--- src/hw/rtl/jts_pkg.sv ---
package jts_pkg;

    localparam int POSITION_BITS = 16;
    localparam int FIELD_BITS    = 16;
    localparam int SKIP_BITS     = 3;
    localparam int QUEUE_DEPTH   = 4;
    localparam int QUEUE_AW      = $clog2(QUEUE_DEPTH);

    localparam logic [POSITION_BITS-1:0] POS_MAX = {POSITION_BITS{1'b1}};
    localparam logic [FIELD_BITS-1:0]    LEN_MAX = {FIELD_BITS{1'b1}};

    localparam logic [7:0] CH_SPACE     = 8'h20;
    localparam logic [7:0] CH_QUOTE     = 8'h22;
    localparam logic [7:0] CH_PLUS      = 8'h2B;
    localparam logic [7:0] CH_COMMA     = 8'h2C;
    localparam logic [7:0] CH_MINUS     = 8'h2D;
    localparam logic [7:0] CH_DOT       = 8'h2E;
    localparam logic [7:0] CH_ZERO      = 8'h30;
    localparam logic [7:0] CH_NINE      = 8'h39;
    localparam logic [7:0] CH_COLON     = 8'h3A;
    localparam logic [7:0] CH_UP_E      = 8'h45;
    localparam logic [7:0] CH_UP_F      = 8'h46;
    localparam logic [7:0] CH_UP_N      = 8'h4E;
    localparam logic [7:0] CH_UP_T      = 8'h54;
    localparam logic [7:0] CH_LBRACKET  = 8'h5B;
    localparam logic [7:0] CH_BACKSLASH = 8'h5C;
    localparam logic [7:0] CH_RBRACKET  = 8'h5D;
    localparam logic [7:0] CH_LO_E      = 8'h65;
    localparam logic [7:0] CH_LO_F      = 8'h66;
    localparam logic [7:0] CH_LO_N      = 8'h6E;
    localparam logic [7:0] CH_LO_T      = 8'h74;
    localparam logic [7:0] CH_LBRACE    = 8'h7B;
    localparam logic [7:0] CH_RBRACE    = 8'h7D;

    typedef enum logic [3:0] {
        KIND_OBJ_BEGIN = 4'd0,
        KIND_OBJ_END   = 4'd1,
        KIND_ARR_BEGIN = 4'd2,
        KIND_ARR_END   = 4'd3,
        KIND_KEY       = 4'd4,
        KIND_STRING    = 4'd5,
        KIND_NUMBER    = 4'd6,
        KIND_NULL      = 4'd7,
        KIND_TRUE      = 4'd8,
        KIND_FALSE     = 4'd9,
        KIND_UNKNOWN   = 4'd10
    } kind_t;

    typedef struct packed {
        kind_t                 kind;
        logic [FIELD_BITS-1:0] start;
        logic [FIELD_BITS-1:0] length;
    } result_t;

    typedef struct packed {
        result_t res;
        logic    last;
    } out_item_t;

    // Results produced by one accepted byte, item0 first.
    typedef struct packed {
        logic [1:0] count;
        out_item_t  item0;
        out_item_t  item1;
    } push_t;

    function automatic logic is_num_char(input logic [7:0] b);
        return b inside {[CH_ZERO:CH_NINE], CH_LO_E, CH_UP_E, CH_MINUS, CH_PLUS, CH_DOT};
    endfunction

    function automatic logic [POSITION_BITS-1:0] pos_next(input logic [POSITION_BITS-1:0] p);
        return (p == POS_MAX) ? p : p + 1'b1;
    endfunction

    function automatic logic [FIELD_BITS-1:0] len_next(input logic [FIELD_BITS-1:0] l);
        return (l == LEN_MAX) ? l : l + 1'b1;
    endfunction

    // Low bits of a position as carried in a token start field.
    function automatic logic [FIELD_BITS-1:0] to_start(input logic [POSITION_BITS-1:0] p);
        logic [POSITION_BITS+FIELD_BITS-1:0] wide;
        wide = {{FIELD_BITS{1'b0}}, p};
        return wide[FIELD_BITS-1:0];
    endfunction

endpackage

--- src/hw/rtl/jts_scan_core.sv ---
module jts_scan_core
    import jts_pkg::*;
(
    input  logic       clk,
    input  logic       rst_n,
    input  logic       step,
    input  logic [7:0] in_byte,
    input  logic       is_last,
    output push_t      push
);

    typedef enum logic [2:0] {
        MODE_IDLE,
        MODE_STRING,
        MODE_CLOSED,
        MODE_NUMBER,
        MODE_SKIP
    } mode_t;

    mode_t                    mode_reg,  mode_next;
    logic [POSITION_BITS-1:0] pos_reg,   pos_next_v;
    logic [POSITION_BITS-1:0] begin_reg, begin_next;
    logic [FIELD_BITS-1:0]    pend_reg,  pend_next;
    logic [7:0]               prev_reg,  prev_next;
    logic [SKIP_BITS-1:0]     skip_reg,  skip_next;

    logic    first_v, second_v, do_fresh;
    result_t first_r, second_r;

    always_comb
    begin
        mode_next  = mode_reg;
        begin_next = begin_reg;
        pend_next  = pend_reg;
        prev_next  = prev_reg;
        skip_next  = skip_reg;
        first_v    = 1'b0;
        first_r    = '{kind: KIND_UNKNOWN, start: '0, length: '0};
        second_v   = 1'b0;
        second_r   = '{kind: KIND_UNKNOWN, start: '0, length: '0};
        do_fresh   = 1'b0;

        // Work left over from the previous bytes.
        case (mode_reg)
            MODE_SKIP:
            begin
                if (skip_reg != '0)
                begin
                    skip_next = skip_reg - 1'b1;
                end
                if (skip_next == '0)
                begin
                    mode_next = MODE_IDLE;
                end
            end
            MODE_STRING:
            begin
                if (in_byte == CH_QUOTE && prev_reg != CH_BACKSLASH)
                begin
                    if (is_last)
                    begin
                        first_v  = 1'b1;
                        first_r  = '{kind: KIND_STRING, start: to_start(pos_next(begin_reg)),
                                     length: pend_reg};
                    end
                    else
                    begin
                        mode_next = MODE_CLOSED;
                    end
                end
                else
                begin
                    pend_next = len_next(pend_reg);
                    prev_next = in_byte;
                    if (is_last)
                    begin
                        first_v = 1'b1;
                        first_r = '{kind: KIND_STRING, start: to_start(pos_next(begin_reg)),
                                    length: '0};
                    end
                end
            end
            MODE_CLOSED:
            begin
                // The string is a key only when a colon follows right away.
                first_v  = 1'b1;
                first_r  = '{kind: (in_byte == CH_COLON) ? KIND_KEY : KIND_STRING,
                             start: to_start(pos_next(begin_reg)), length: pend_reg};
                do_fresh = 1'b1;
            end
            MODE_NUMBER:
            begin
                if (is_num_char(in_byte))
                begin
                    pend_next = len_next(pend_reg);
                    if (is_last)
                    begin
                        first_v = 1'b1;
                        first_r = '{kind: KIND_NUMBER, start: to_start(begin_reg),
                                    length: pend_next};
                    end
                end
                else
                begin
                    first_v  = 1'b1;
                    first_r  = '{kind: KIND_NUMBER, start: to_start(begin_reg),
                                 length: pend_reg};
                    do_fresh = 1'b1;
                end
            end
            default:
            begin
                do_fresh = 1'b1;
            end
        endcase

        // Scan the byte as the start of a new token.
        if (do_fresh)
        begin
            mode_next = MODE_IDLE;
            case (in_byte)
                CH_SPACE, CH_COLON, CH_COMMA:
                begin
                end
                CH_LBRACE:
                begin
                    second_v = 1'b1;
                    second_r = '{kind: KIND_OBJ_BEGIN, start: to_start(pos_reg), length: 16'd1};
                end
                CH_RBRACE:
                begin
                    second_v = 1'b1;
                    second_r = '{kind: KIND_OBJ_END, start: to_start(pos_reg), length: 16'd1};
                end
                CH_LBRACKET:
                begin
                    second_v = 1'b1;
                    second_r = '{kind: KIND_ARR_BEGIN, start: to_start(pos_reg), length: 16'd1};
                end
                CH_RBRACKET:
                begin
                    second_v = 1'b1;
                    second_r = '{kind: KIND_ARR_END, start: to_start(pos_reg), length: 16'd1};
                end
                CH_QUOTE:
                begin
                    if (is_last)
                    begin
                        second_v = 1'b1;
                        second_r = '{kind: KIND_STRING, start: to_start(pos_next(pos_reg)),
                                     length: '0};
                    end
                    else
                    begin
                        mode_next  = MODE_STRING;
                        begin_next = pos_reg;
                        pend_next  = '0;
                        prev_next  = CH_QUOTE;
                    end
                end
                CH_LO_N, CH_UP_N:
                begin
                    second_v  = 1'b1;
                    second_r  = '{kind: KIND_NULL, start: to_start(pos_reg), length: 16'd4};
                    mode_next = MODE_SKIP;
                    skip_next = 3'd3;
                end
                CH_LO_T, CH_UP_T:
                begin
                    second_v  = 1'b1;
                    second_r  = '{kind: KIND_TRUE, start: to_start(pos_reg), length: 16'd4};
                    mode_next = MODE_SKIP;
                    skip_next = 3'd3;
                end
                CH_LO_F, CH_UP_F:
                begin
                    second_v  = 1'b1;
                    second_r  = '{kind: KIND_FALSE, start: to_start(pos_reg), length: 16'd5};
                    mode_next = MODE_SKIP;
                    skip_next = 3'd4;
                end
                default:
                begin
                    second_v = 1'b1;
                    if (!is_num_char(in_byte))
                    begin
                        second_r = '{kind: KIND_UNKNOWN, start: to_start(pos_reg), length: '0};
                    end
                    else if (is_last)
                    begin
                        second_r = '{kind: KIND_NUMBER, start: to_start(pos_reg), length: 16'd1};
                    end
                    else
                    begin
                        second_v   = 1'b0;
                        mode_next  = MODE_NUMBER;
                        begin_next = pos_reg;
                        pend_next  = 16'd1;
                    end
                end
            endcase
        end

        // The last byte of a text returns everything to the reset state.
        if (is_last)
        begin
            mode_next  = MODE_IDLE;
            pos_next_v = '0;
            begin_next = '0;
            pend_next  = '0;
            prev_next  = '0;
            skip_next  = '0;
        end
        else
        begin
            pos_next_v = pos_next(pos_reg);
        end
    end

    // Pack the results so that the first one always sits in item0.
    always_comb
    begin
        push.count = {1'b0, first_v} + {1'b0, second_v};
        if (first_v)
        begin
            push.item0 = '{res: first_r, last: !second_v};
            push.item1 = '{res: second_r, last: 1'b1};
        end
        else
        begin
            push.item0 = '{res: second_r, last: 1'b1};
            push.item1 = '{res: second_r, last: 1'b1};
        end
    end

    always_ff @(posedge clk or negedge rst_n)
    begin
        if (!rst_n)
        begin
            mode_reg  <= MODE_IDLE;
            pos_reg   <= '0;
            begin_reg <= '0;
            pend_reg  <= '0;
            prev_reg  <= '0;
            skip_reg  <= '0;
        end
        else if (step)
        begin
            mode_reg  <= mode_next;
            pos_reg   <= pos_next_v;
            begin_reg <= begin_next;
            pend_reg  <= pend_next;
            prev_reg  <= prev_next;
            skip_reg  <= skip_next;
        end
    end

    a_skip_nonzero: assert property (@(posedge clk) disable iff (!rst_n)
        mode_reg == MODE_SKIP |-> skip_reg != '0)
        else $error("skip mode entered with nothing left to skip");

    a_last_resets_pos: assert property (@(posedge clk) disable iff (!rst_n)
        step && is_last |=> pos_reg == '0 && mode_reg == MODE_IDLE)
        else $error("scanner state not cleared after the last byte");

    a_two_results_source: assert property (@(posedge clk) disable iff (!rst_n)
        push.count == 2'd2 |-> (mode_reg == MODE_CLOSED || mode_reg == MODE_NUMBER))
        else $error("two results from a mode that can give only one");

endmodule

--- src/hw/rtl/jts_out_queue.sv ---
module jts_out_queue
    import jts_pkg::*;
(
    input  logic      clk,
    input  logic      rst_n,
    input  logic      push_en,
    input  push_t     push,
    output logic      room,
    output logic      out_valid,
    input  logic      out_ready,
    output out_item_t out_item
);

    out_item_t               mem [QUEUE_DEPTH];
    logic [QUEUE_AW-1:0]     wr_ptr_reg, rd_ptr_reg;
    logic [QUEUE_AW:0]       count_reg, count_next;
    logic [1:0]              push_num;
    logic                    pop;

    // Room for the worst case of two results from one byte.
    assign room      = count_reg <= (QUEUE_AW+1)'(QUEUE_DEPTH - 2);
    assign out_valid = count_reg != '0;
    assign out_item  = mem[rd_ptr_reg];
    assign pop       = out_valid && out_ready;
    assign push_num  = push_en ? push.count : 2'd0;
    assign count_next = count_reg + (QUEUE_AW+1)'(push_num) - (QUEUE_AW+1)'(pop);

    always_ff @(posedge clk)
    begin
        if (push_num != 2'd0)
        begin
            mem[wr_ptr_reg] <= push.item0;
        end
        if (push_num == 2'd2)
        begin
            mem[wr_ptr_reg + 1'b1] <= push.item1;
        end
    end

    always_ff @(posedge clk or negedge rst_n)
    begin
        if (!rst_n)
        begin
            wr_ptr_reg <= '0;
            rd_ptr_reg <= '0;
            count_reg  <= '0;
        end
        else
        begin
            wr_ptr_reg <= wr_ptr_reg + QUEUE_AW'(push_num);
            rd_ptr_reg <= rd_ptr_reg + QUEUE_AW'(pop);
            count_reg  <= count_next;
        end
    end

    a_no_overflow: assert property (@(posedge clk) disable iff (!rst_n)
        count_reg <= (QUEUE_AW+1)'(QUEUE_DEPTH))
        else $error("output queue overflow");

    a_push_only_with_room: assert property (@(posedge clk) disable iff (!rst_n)
        push_en && push.count != 2'd0 |-> room)
        else $error("results pushed without room in the output queue");

endmodule

--- src/hw/rtl/json_token_scanner_top.sv ---
// JSON token scanner.
// The input stream (s_tvalid/s_tready/s_tdata/s_tlast) carries one byte of
// JSON text per transfer; s_tlast marks the final byte of a text and flushes
// any open token. The output stream (m_tvalid/m_tready/m_tdata/m_tlast)
// carries one token per transfer: kind, start position and length, with
// m_tlast set on the last token caused by a given input byte.
// Each byte is scanned in the cycle it is taken, and its tokens are written
// into a four-entry output queue, from whose head they are offered.
// The block takes one byte every cycle while s_tready is high; a byte can
// cause up to two tokens, and s_tready stays high while the queue has room
// for two. The output side therefore sets the sustained rate: one byte per
// cycle as long as the receiver takes one token per cycle and bytes give
// one token on average. When the receiver stalls, tokens collect in the
// queue and s_tready drops as soon as fewer than two entries are free;
// bytes that cause no token keep flowing until then, and no token is lost.
// Reset empties the queue and sets the scanner idle at byte position zero.
// After the last byte of a text the position also returns to zero.
module json_token_scanner_top
    import jts_pkg::*;
(
    input  logic        clk,
    input  logic        rst_n,
    input  logic        s_tvalid,
    output logic        s_tready,
    input  logic [7:0]  s_tdata,   // [7:0] in_byte
    input  logic        s_tlast,   // is_last
    output logic        m_tvalid,
    input  logic        m_tready,
    output logic [39:0] m_tdata,   // [3:0] token_kind, [19:4] token_start,
                                   // [35:20] token_length, [39:36] zero
    output logic        m_tlast    // last_of_run
);

    logic      step;
    push_t     push;
    out_item_t head;

    assign step = s_tvalid && s_tready;

    jts_scan_core u_scan (
        .clk     (clk),
        .rst_n   (rst_n),
        .step    (step),
        .in_byte (s_tdata),
        .is_last (s_tlast),
        .push    (push)
    );

    jts_out_queue u_queue (
        .clk       (clk),
        .rst_n     (rst_n),
        .push_en   (step),
        .push      (push),
        .room      (s_tready),
        .out_valid (m_tvalid),
        .out_ready (m_tready),
        .out_item  (head)
    );

    assign m_tdata = {4'b0000, head.res.length, head.res.start, head.res.kind};
    assign m_tlast = head.last;

endmodule
--- config.mk ---
export PLATFORM = sky130hd
export DESIGN_NAME = json_token_scanner_top
export DESIGN_NICKNAME = d
export VERILOG_FILES = /design/src/hw/rtl/jts_pkg.sv /design/src/hw/rtl/jts_scan_core.sv /design/src/hw/rtl/jts_out_queue.sv /design/src/hw/rtl/json_token_scanner_top.sv
export SDC_FILE = /design/constraint.sdc
export NUM_CORES = 1
export LEC_CHECK = 0
export ABC_AREA = 1
export BUFFER_PORTS_ARGS = -buffer_cell sky130_fd_sc_hd__buf_4
export CAP_MARGIN = 0
export CORE_ASPECT_RATIO = 1.1
export CORE_MARGIN = 2
export CORE_UTILIZATION = 44
export DETAILED_ROUTE_END_ITERATION = 7
export GPL_TIMING_DRIVEN = 0
export PLACE_DENSITY = 0.61
export SLEW_MARGIN = 20
export SYNTH_ARGS = -nofsm -noshare
export SYNTH_HDL_FRONTEND = slang
export SYNTH_HIERARCHICAL = 1
export SYNTH_SLANG_ARGS = --single-unit
--- constraint.sdc ---
create_clock -name clk -period 5.1 [get_ports clk]
set_clock_uncertainty 0.05 [all_clocks]
set_input_delay 0.255 -clock clk [delete_from_list [all_inputs] [get_ports clk]]
set_output_delay 0.255 -clock clk [all_outputs]
set_load 0.01 [all_outputs]
==> results of run 1 <==
stage by stage:
stage	std cells	utilization (%)	instance area, µm²
after global routing	2488	50.67	16320
after detailed placement	2438	47.92	15430
after CTS	2487	50.59	16290
after global placement	2434	47.59	15330
final	2488	50.67	16320
after floorplan	1957	-	14410
routing by layer:
layer | global-route usage, % | routed length [µm] | up-vias
met5 | 0 | 0 | -
met2 | 42.99 | 20650 | 442
met3 | 2.417 | 2723 | 76
met4 | 5.877 | 834 | 0
met1 | 35.59 | 19500 | 6164
li1 | - | - | 6568
logic make-up (layout without fill, tap and decap cells):
kind of cell	count (synthesis)	count (layout)
AOI/OAI and AO/OA	430	430
xor gates and xnor gates	19	19
adders and majority gates	11	11
buffers and inverters	310	415
DFF	217	217
other	3	19
and+or+nand+nor	951	951
report_power, final:
group          internal (W)  leakage, nW  switching, W
sequential          0.00223         2.29      0.000149
clock               0.00106        0.403      0.000753
combinational      0.000928         4.18       0.00169
layout by cell type (no fill, tap or decap), drive strengths merged, types with 15 or more instances in the layout:
cell / instances
buf: 138
nand3: 122
nand2: 555
o211ai: 23
dfrtp: 69
edfxtp: 148
xor2: 16
nor3: 15
a21oi: 38
nor2: 223
conb: 19
o21ai: 351
inv: 191
clkbuf: 69
and2: 16
worst max-delay path, cell delays in order (launching register included):
cell and delay [ns]:
dfrtp_1 0.36, buf_4 0.18, inv_2 0.18, or2_2 0.20
nor2_1 0.07, nor2_2 0.37, inv_2 0.12, nor2_4 0.23
buf_4 0.22, inv_1 0.08, ha_1 0.34, nor2_4 0.08
nand2_2 0.08, clkbuf_1 0.45, nand2_2 0.61, buf_16 0.37
worst paths after layout:
| path | cells after the start | start | to | slack [ns] |
|---|---|---|---|---|
| setup / recovery | 15 | u_scan/mode_reg[1] | u_queue/mem[0][22] | 0.85 |
| hold / removal | 3 | s_tdata[7] | u_scan/prev_reg[7] | 0.02 |
| setup reg to reg | 15 | u_scan/mode_reg[1] | u_queue/mem[0][22] | 0.85 |
| hold reg to reg | 2 | u_queue/rd_ptr_reg[1] | u_queue/rd_ptr_reg[1] | 0.43 |
| max in group asynchronous | 3 | rst_n | u_scan/begin_reg[4] | 4.33 |
| min in group asynchronous | 2 | rst_n | u_scan/pend_reg[4] | 0.10 |
final cells by class:
cell class	count	area, µm²	share of cell area [%]
tap	426	533.0	3.266
sequential	217	6171	37.82
timing repair buffer	59	535.5	3.282
clock buffer	31	681.9	4.179
clock inverter	15	147.6	0.9048
multi-input combinational	1430	6725	41.21
inverter	190	713.2	4.370
buffer	120	810.8	4.969
repair_timing:
item,in CTS,in global routing
setup buffers,0,0
hold endpoints to repair,71,0
hold buffers,3,0
==> metrics.md, run 1 <==
| Metric | Value |
|---|---|
| Final period utilization | `83.30%` |
| Outcome | `completed` |
| Post-synthesis compound-gate area fraction | `approximately 16%` |
| Number of routed nets with antenna violations | `0` |
| CP Capture Type | `flop` |
| Mapped Cells | `around 1900` |
| Post-Synth XOR/XNOR Area | `1.160%` |
| Vias in the first global route | `about 13000` |
| Lkg Pwr | `6.867 nW` |
| Max reg flops | `148` |
| Syn Area/Cell | `between 7 and 8 µm²` |
| Data arrival, critical path | `4.47 ns` |
| HP Class | `in2reg` |
| Wirelength per Cell | `17.57 µm` |
| IO Count | `56` |
| Simple-gate share of the synthesized area | `27.88%` |
| Clock Path Buffers | `3` |
| Area Overhead vs Synth | `13.72%` |
| DRC | `0` |
| Placer Congestion | `between 0.9 and 1` |
| Largest net degree at the start of global routing | `70` |
| Biggest register | `u_queue/mem` |
| Number of diodes | `0` |
| Drt pass-1 iters | `6` |
| Pwr/cell area | `417.2 nW/µm²` |
| Final min period | `4.248 ns` |
| Nets | `2067` |
| Die ar. | `34080 µm²` |
| Yosys top cell area share | `between 30% and 40%` |
| Actual slew at the worst max-slew pin | `0.8127 ns` |
| Post-synth EDFFs | `between 100 and 150` |
| Post-synthesis mux area share | `0%` |
| Total power | `0.006808 W` |
| Tot GR Track Use | `25.53%` |
| Slew Limit Fails | `0` |
| Crit start category | `flop` |
| # setup viols final | `0` |
| Port bufs | `approximately 50` |
| Synth cell types | `43` |
| Yosys warning count | `6` |
| VDD IR-drop max | `~0.27 mV` |
| Via count | `13250` |
| Most frequent cell after synthesis | `nand2_1` |
| Filler cells | `3101` |
| TritonCTS Sinks | `217` |
| Fin Setup TNS | `0 ns` |
| GR Overflow Total | `0` |
| Synth area leaders | `edfxtp_1, nand2_1, dfrtp_1, o21ai_0, nor2_1` |
| Register area share after synthesis | `43.00%` |
| Crit Path Max Fanout | `22` |
| Row cnt | `69` |
| Clock Latency Late Sink | `roughly 0.53 ns` |
| Layout cells sized above 1 | `13.43%` |
| H-tree Lvls | `1` |
| Core area | `32200 µm²` |
| Synth Area in Adders | `1.011%` |
| CTS resizes | `0` |
| Fmax | `approximately 240 MHz` |
| Post-route setup slack | `0.8518 ns` |
| Via/cell ratio | `5.326` |
| Critical Path RT | `5.32 ns` |
| TritonCTS clock tree | `yes` |
| Mapped cell area | `14350 µm²` |
| Clock Pin Slew Worst Setup and Hold Paths | `0.06 ns` |
| RSZ-0062 raised after global routing | `false` |
| Largest family of logic cells by synthesized area | `simple AND/OR/NAND/NOR gates` |
| Post-Place Setup Slack | `0.9581 ns` |
| Fin. Hold Viols | `0` |
| Synth area leader | `edfxtp_1` |
| Final WL | `43710 µm` |
| Critical setup path kind | `reg2reg` |
| Starting Density | `44.56%` |
| 1st-iter DRT viols | `1403` |
| Die Height | `between 150 and 200 µm` |
| Chip width | `176.2 µm` |
| Worst rel slew slack | `45.25%` |
| Synth cell count leaders | `nand2_1, o21ai_0, nor2_1` |
| Synthesis-stage register bit count | `217` |
| Hold_ws | `between 0.015 and 0.02 ns` |
| Max-cap violations | `0` |
| Main synth FF type | `edfxtp_1` |
| CTS root buf | `clkbuf_16` |
| Cts bufs inserted | `25` |
| Detailed Place HPWL | `~32000 µm` |
| First-pass GRT wire length | `68960 µm` |
| Initial antenna violation count | `0` |
| Ys async rst share | `31.80%` |
(Power assumes the default switching activity.)
==> inputs of run 2 (changes only) <==
Settings changed: PLACE_DENSITY 0.61 to 0.63.
Clock period 5.1 ns to 3.5 ns, I/O delays scaled along.
==> run 2 against run 1 <==
  * Via count is 0.63% higher
  * Critical endpoint is now u_queue/count_reg[2]
  * Global-route usage grew 0.51 points
  * Utilization up 0.59 points
  * Highest routed layer unchanged
==> metrics.md, run 2 (synthesis results as in run 1) <==
| Metric | Value |
|---|---|
| Outcome | `completed` |
| Final WL | `44590 µm (+2.0%)` |
| Dpl cells | `2438 (unchanged)` |
| Hold endpoint | `u_scan/prev_reg[5]` |
| Area Overhead vs Synth | `15.03%` |
| Via/cell ratio | `5.327 (about the same)` |
| HP Class | `in2reg` |
| Clock Pin Slew Worst Setup and Hold Paths | `0.06 ns (about the same)` |
| Clock Path Buffers | `3 (unchanged)` |
| 1st-iter DRT viols | `1450 (+3.3%)` |
| Detailed Place HPWL | `31730 µm (-1.1%)` |
| Placer Congestion | `0.9361 (-3.7%)` |
| VDD IR-drop max | `0.4163 mV (+52%)` |
| Reg-to-reg slack, setup | `0.17 ns (-0.68 ns)` |
| CP Capture Type | `flop` |
| Critical Path RT | `3.86 ns (-1.46 ns)` |
| Fmax | `300.5 MHz (+28%)` |
| TritonCTS Sinks | `217 (unchanged)` |
| Core area | `32200 µm² (unchanged)` |
| Hold_sp | `s_tdata[5]` |
| Crit Path Max Fanout | `10 (-55%)` |
| Crit start category | `flop` |
| # setup viols final | `0 (unchanged)` |
| Commonest non-fill, non-tap cell in the layout | `nand2_1` |
| Cts bufs inserted | `24 (-4.0%)` |
| Port bufs | `51 (unchanged)` |
| TritonCTS clock tree | `yes` |
| Nets | `2083 (+0.77%)` |
| Fin. Hold Viols | `0 (unchanged)` |
| Max-cap violations | `0 (unchanged)` |
| Comb power frac | `39.2% (+0.7 points)` |
| Final min period | `3.328 ns (-0.9207 ns)` |
| Number of diodes | `0 (unchanged)` |
| Largest net degree at the start of global routing | `70 (unchanged)` |
| Data arrival, critical path | `3.69 ns (-0.78 ns)` |
| Max reg flops | `148 (unchanged)` |
| Chip width | `176.2 µm (unchanged)` |
| Final period utilization | `95.07% (+12 points)` |
| Drt pass-1 iters | `6 (unchanged)` |
| Lkg Pwr | `6.964 nW (+1.4%)` |
| Post-route setup slack | `0.1725 ns (-0.6793 ns)` |
| Die Height | `193.4 µm (unchanged)` |
| Vias in the first global route | `12866 (+2.9%)` |
| Flop pwr share | `34.7% (-0.2 points)` |
| Row cnt | `69 (unchanged)` |
| Starting Density | `44.56% (unchanged)` |
| Reg2Reg Depth | `21 (+6)` |
| Worst rel slew slack | `34.59% (-11 points)` |
| Slew Limit Fails | `0 (unchanged)` |
| Hold Path Cell Cnt | `5 (+2)` |
| Pint | `0.006197 W (+47%)` |
| Initial antenna violation count | `0 (unchanged)` |
| First-pass GRT wire length | `70030 µm (+1.6%)` |
| Actual slew at the worst max-slew pin | `0.9811 ns (+0.1684 ns)` |
| Tot GR Track Use | `26.03% (+0.51 points)` |
| Sw Share | `37.97% (-0.13 points)` |
| Non-Filler Instances | `2503 (+0.60%)` |
| Most frequent cells in the layout | `nand2_1, o21ai_0, nor2_1` |
| Fin Setup TNS | `0 ns (unchanged)` |
| Clock share of power | `26.1% (-0.5 points)` |
| GR Overflow Total | `0 (unchanged)` |
| Die ar. | `34080 µm² (unchanged)` |
| Via count | `13334 (+0.63%)` |
| Number of routed nets with antenna violations | `0 (unchanged)` |
| Worst R2R End | `u_queue/count_reg[2]` |
| Wirelength per Cell | `17.82 µm (+1.4%)` |
| FF-to-FF Start | `u_scan/mode_reg[1]` |
| IO Count | `56 (unchanged)` |
| Total power | `0.009990 W (+47%)` |
| Post-Place Setup Slack | `-0.5601 ns (-1.518 ns)` |
| NetSw | `0.003793 W (+46%)` |
| Clock Latency Late Sink | `0.53 ns (about the same)` |
| Layout cells sized above 1 | `13.63% (+0.19 points)` |
| Pwr/cell area | `605.2 nW/µm² (+45%)` |
| DRC | `0 (unchanged)` |
| CTS root buf | `clkbuf_16` |
| H-tree Lvls | `1 (unchanged)` |
| Critical setup path kind | `reg2reg` |
| Biggest register | `u_queue/mem` |
## run 2: cell count changes in the layout (fill, tap and decap cells not counted), moves of 2 or more
cell,change
clkbuf_1,+3
clkinv_2,-2
clkinvlp_4,-3
clkbuf_8,-2
buf_4,+10
buf_12,+3
nand2_4,+6
clkinv_1,+2
buf_16,-2
nand2_8,+2
dlygate4sd3_1,+5
nand2_2,-7
## run 2: critical path: stages, from the launching register on
cell	delay [ns]
dfrtp_1	0.36
buf_4	0.18
inv_2	0.20
or2_2	0.21
nor2_1	0.09
nor2_4	0.14
inv_2	0.07
nor2_4	0.17
buf_6	0.14
inv_1	0.05
ha_1	0.32
nand2_1	0.10
inv_1	0.09
nand2_1	0.06
nand2_1	0.07
ha_1	0.13
inv_1	0.04
fa_1	0.40
xnor2_2	0.16
inv_1	0.05
nand2_1	0.05
nand2_1	0.05
## run 2: cell type report
| cell class | instances | area, µm² |
|---|---|---|
| Tap cell | 426 | 533.0 |
| Timing Repair Buffer | 76 | 673.1 |
| Clock inverter | 11 | 132.6 |
| Multi-Input combinational cell | 1431 | 6802 |
| Sequential cell | 217 | 6171 |
| Buffer | 119 | 814.5 |
| Clock buffer | 33 | 665.6 |
| Inverter | 190 | 715.7 |
| Fill cell | 3112 | 15700 |
## run 2: worst max path at each step
stage	start	to	slack [ns]	cells after the start
CTS	u_scan/mode_reg[0]	u_queue/count_reg[2]	0.03	23
detailed placement	u_scan/mode_reg[1]	u_queue/mem[0][9]	-0.56	16
global route	s_tdata[2]	u_queue/count_reg[2]	-0.008	26
global placement	u_scan/mode_reg[1]	u_queue/mem[0][10]	-1.45	14
finish	u_scan/mode_reg[1]	u_queue/count_reg[2]	0.17	21
floorplan	u_scan/mode_reg[1]	u_queue/mem[1][0]	0.02	14
## run 2: through the flow
| stage | util (%) | cell area (µm²) | hold WS (ns) |
|---|---|---|---|
| 2_1_floorplan | - | 14410 | -0.1706 |
| 5_1_grt | 51.26 | 16510 | 0.09834 |
| 6_report | 51.26 | 16510 | 0.07594 |
| 4_1_cts | 50.98 | 16420 | 0.03670 |
| 3_3_place_gp | 47.59 | 15330 | 0.3367 |
| 3_5_place_dp | 47.90 | 15420 | 0.3464 |
## run 2: routing by layer
layer | vias up | global-route usage (%) | share of wire [%] | wire, µm
met4 | 0 | 6.826 | 2.3 | 1005
met3 | 74 | 2.889 | 7.1 | 3170
met1 | 6176 | 35.51 | 43 | 19160
li1 | 6591 | - | - | -
met2 | 493 | 43.99 | 48 | 21260
met5 | - | 0 | 0 | 0
## run 2: power groups by stage
stage / registers (W) / logic (W) / clock network (W)
after global routing: 0.00351 / 0.00436 / 0.00275
final: 0.00346 / 0.00392 / 0.00261
after CTS: 0.00346 / 0.00389 / 0.00265
after detailed placement: 0.00351 / 0.00381 / 0
after global placement: 0.00352 / 0.00369 / 0
after floorplan: 0.00346 / 0.00236 / 0
## run 2: timing repair
action | in CTS | in global routing
pin swaps | 5 | 3
gates cloned | 1 | 0
setup endpoints to repair | 150 | 112
resized for setup | 10 | 6
endpoints found under the hold margin | 77 | 0
hold buffers | 8 | 0
setup buffers | 4 | 9
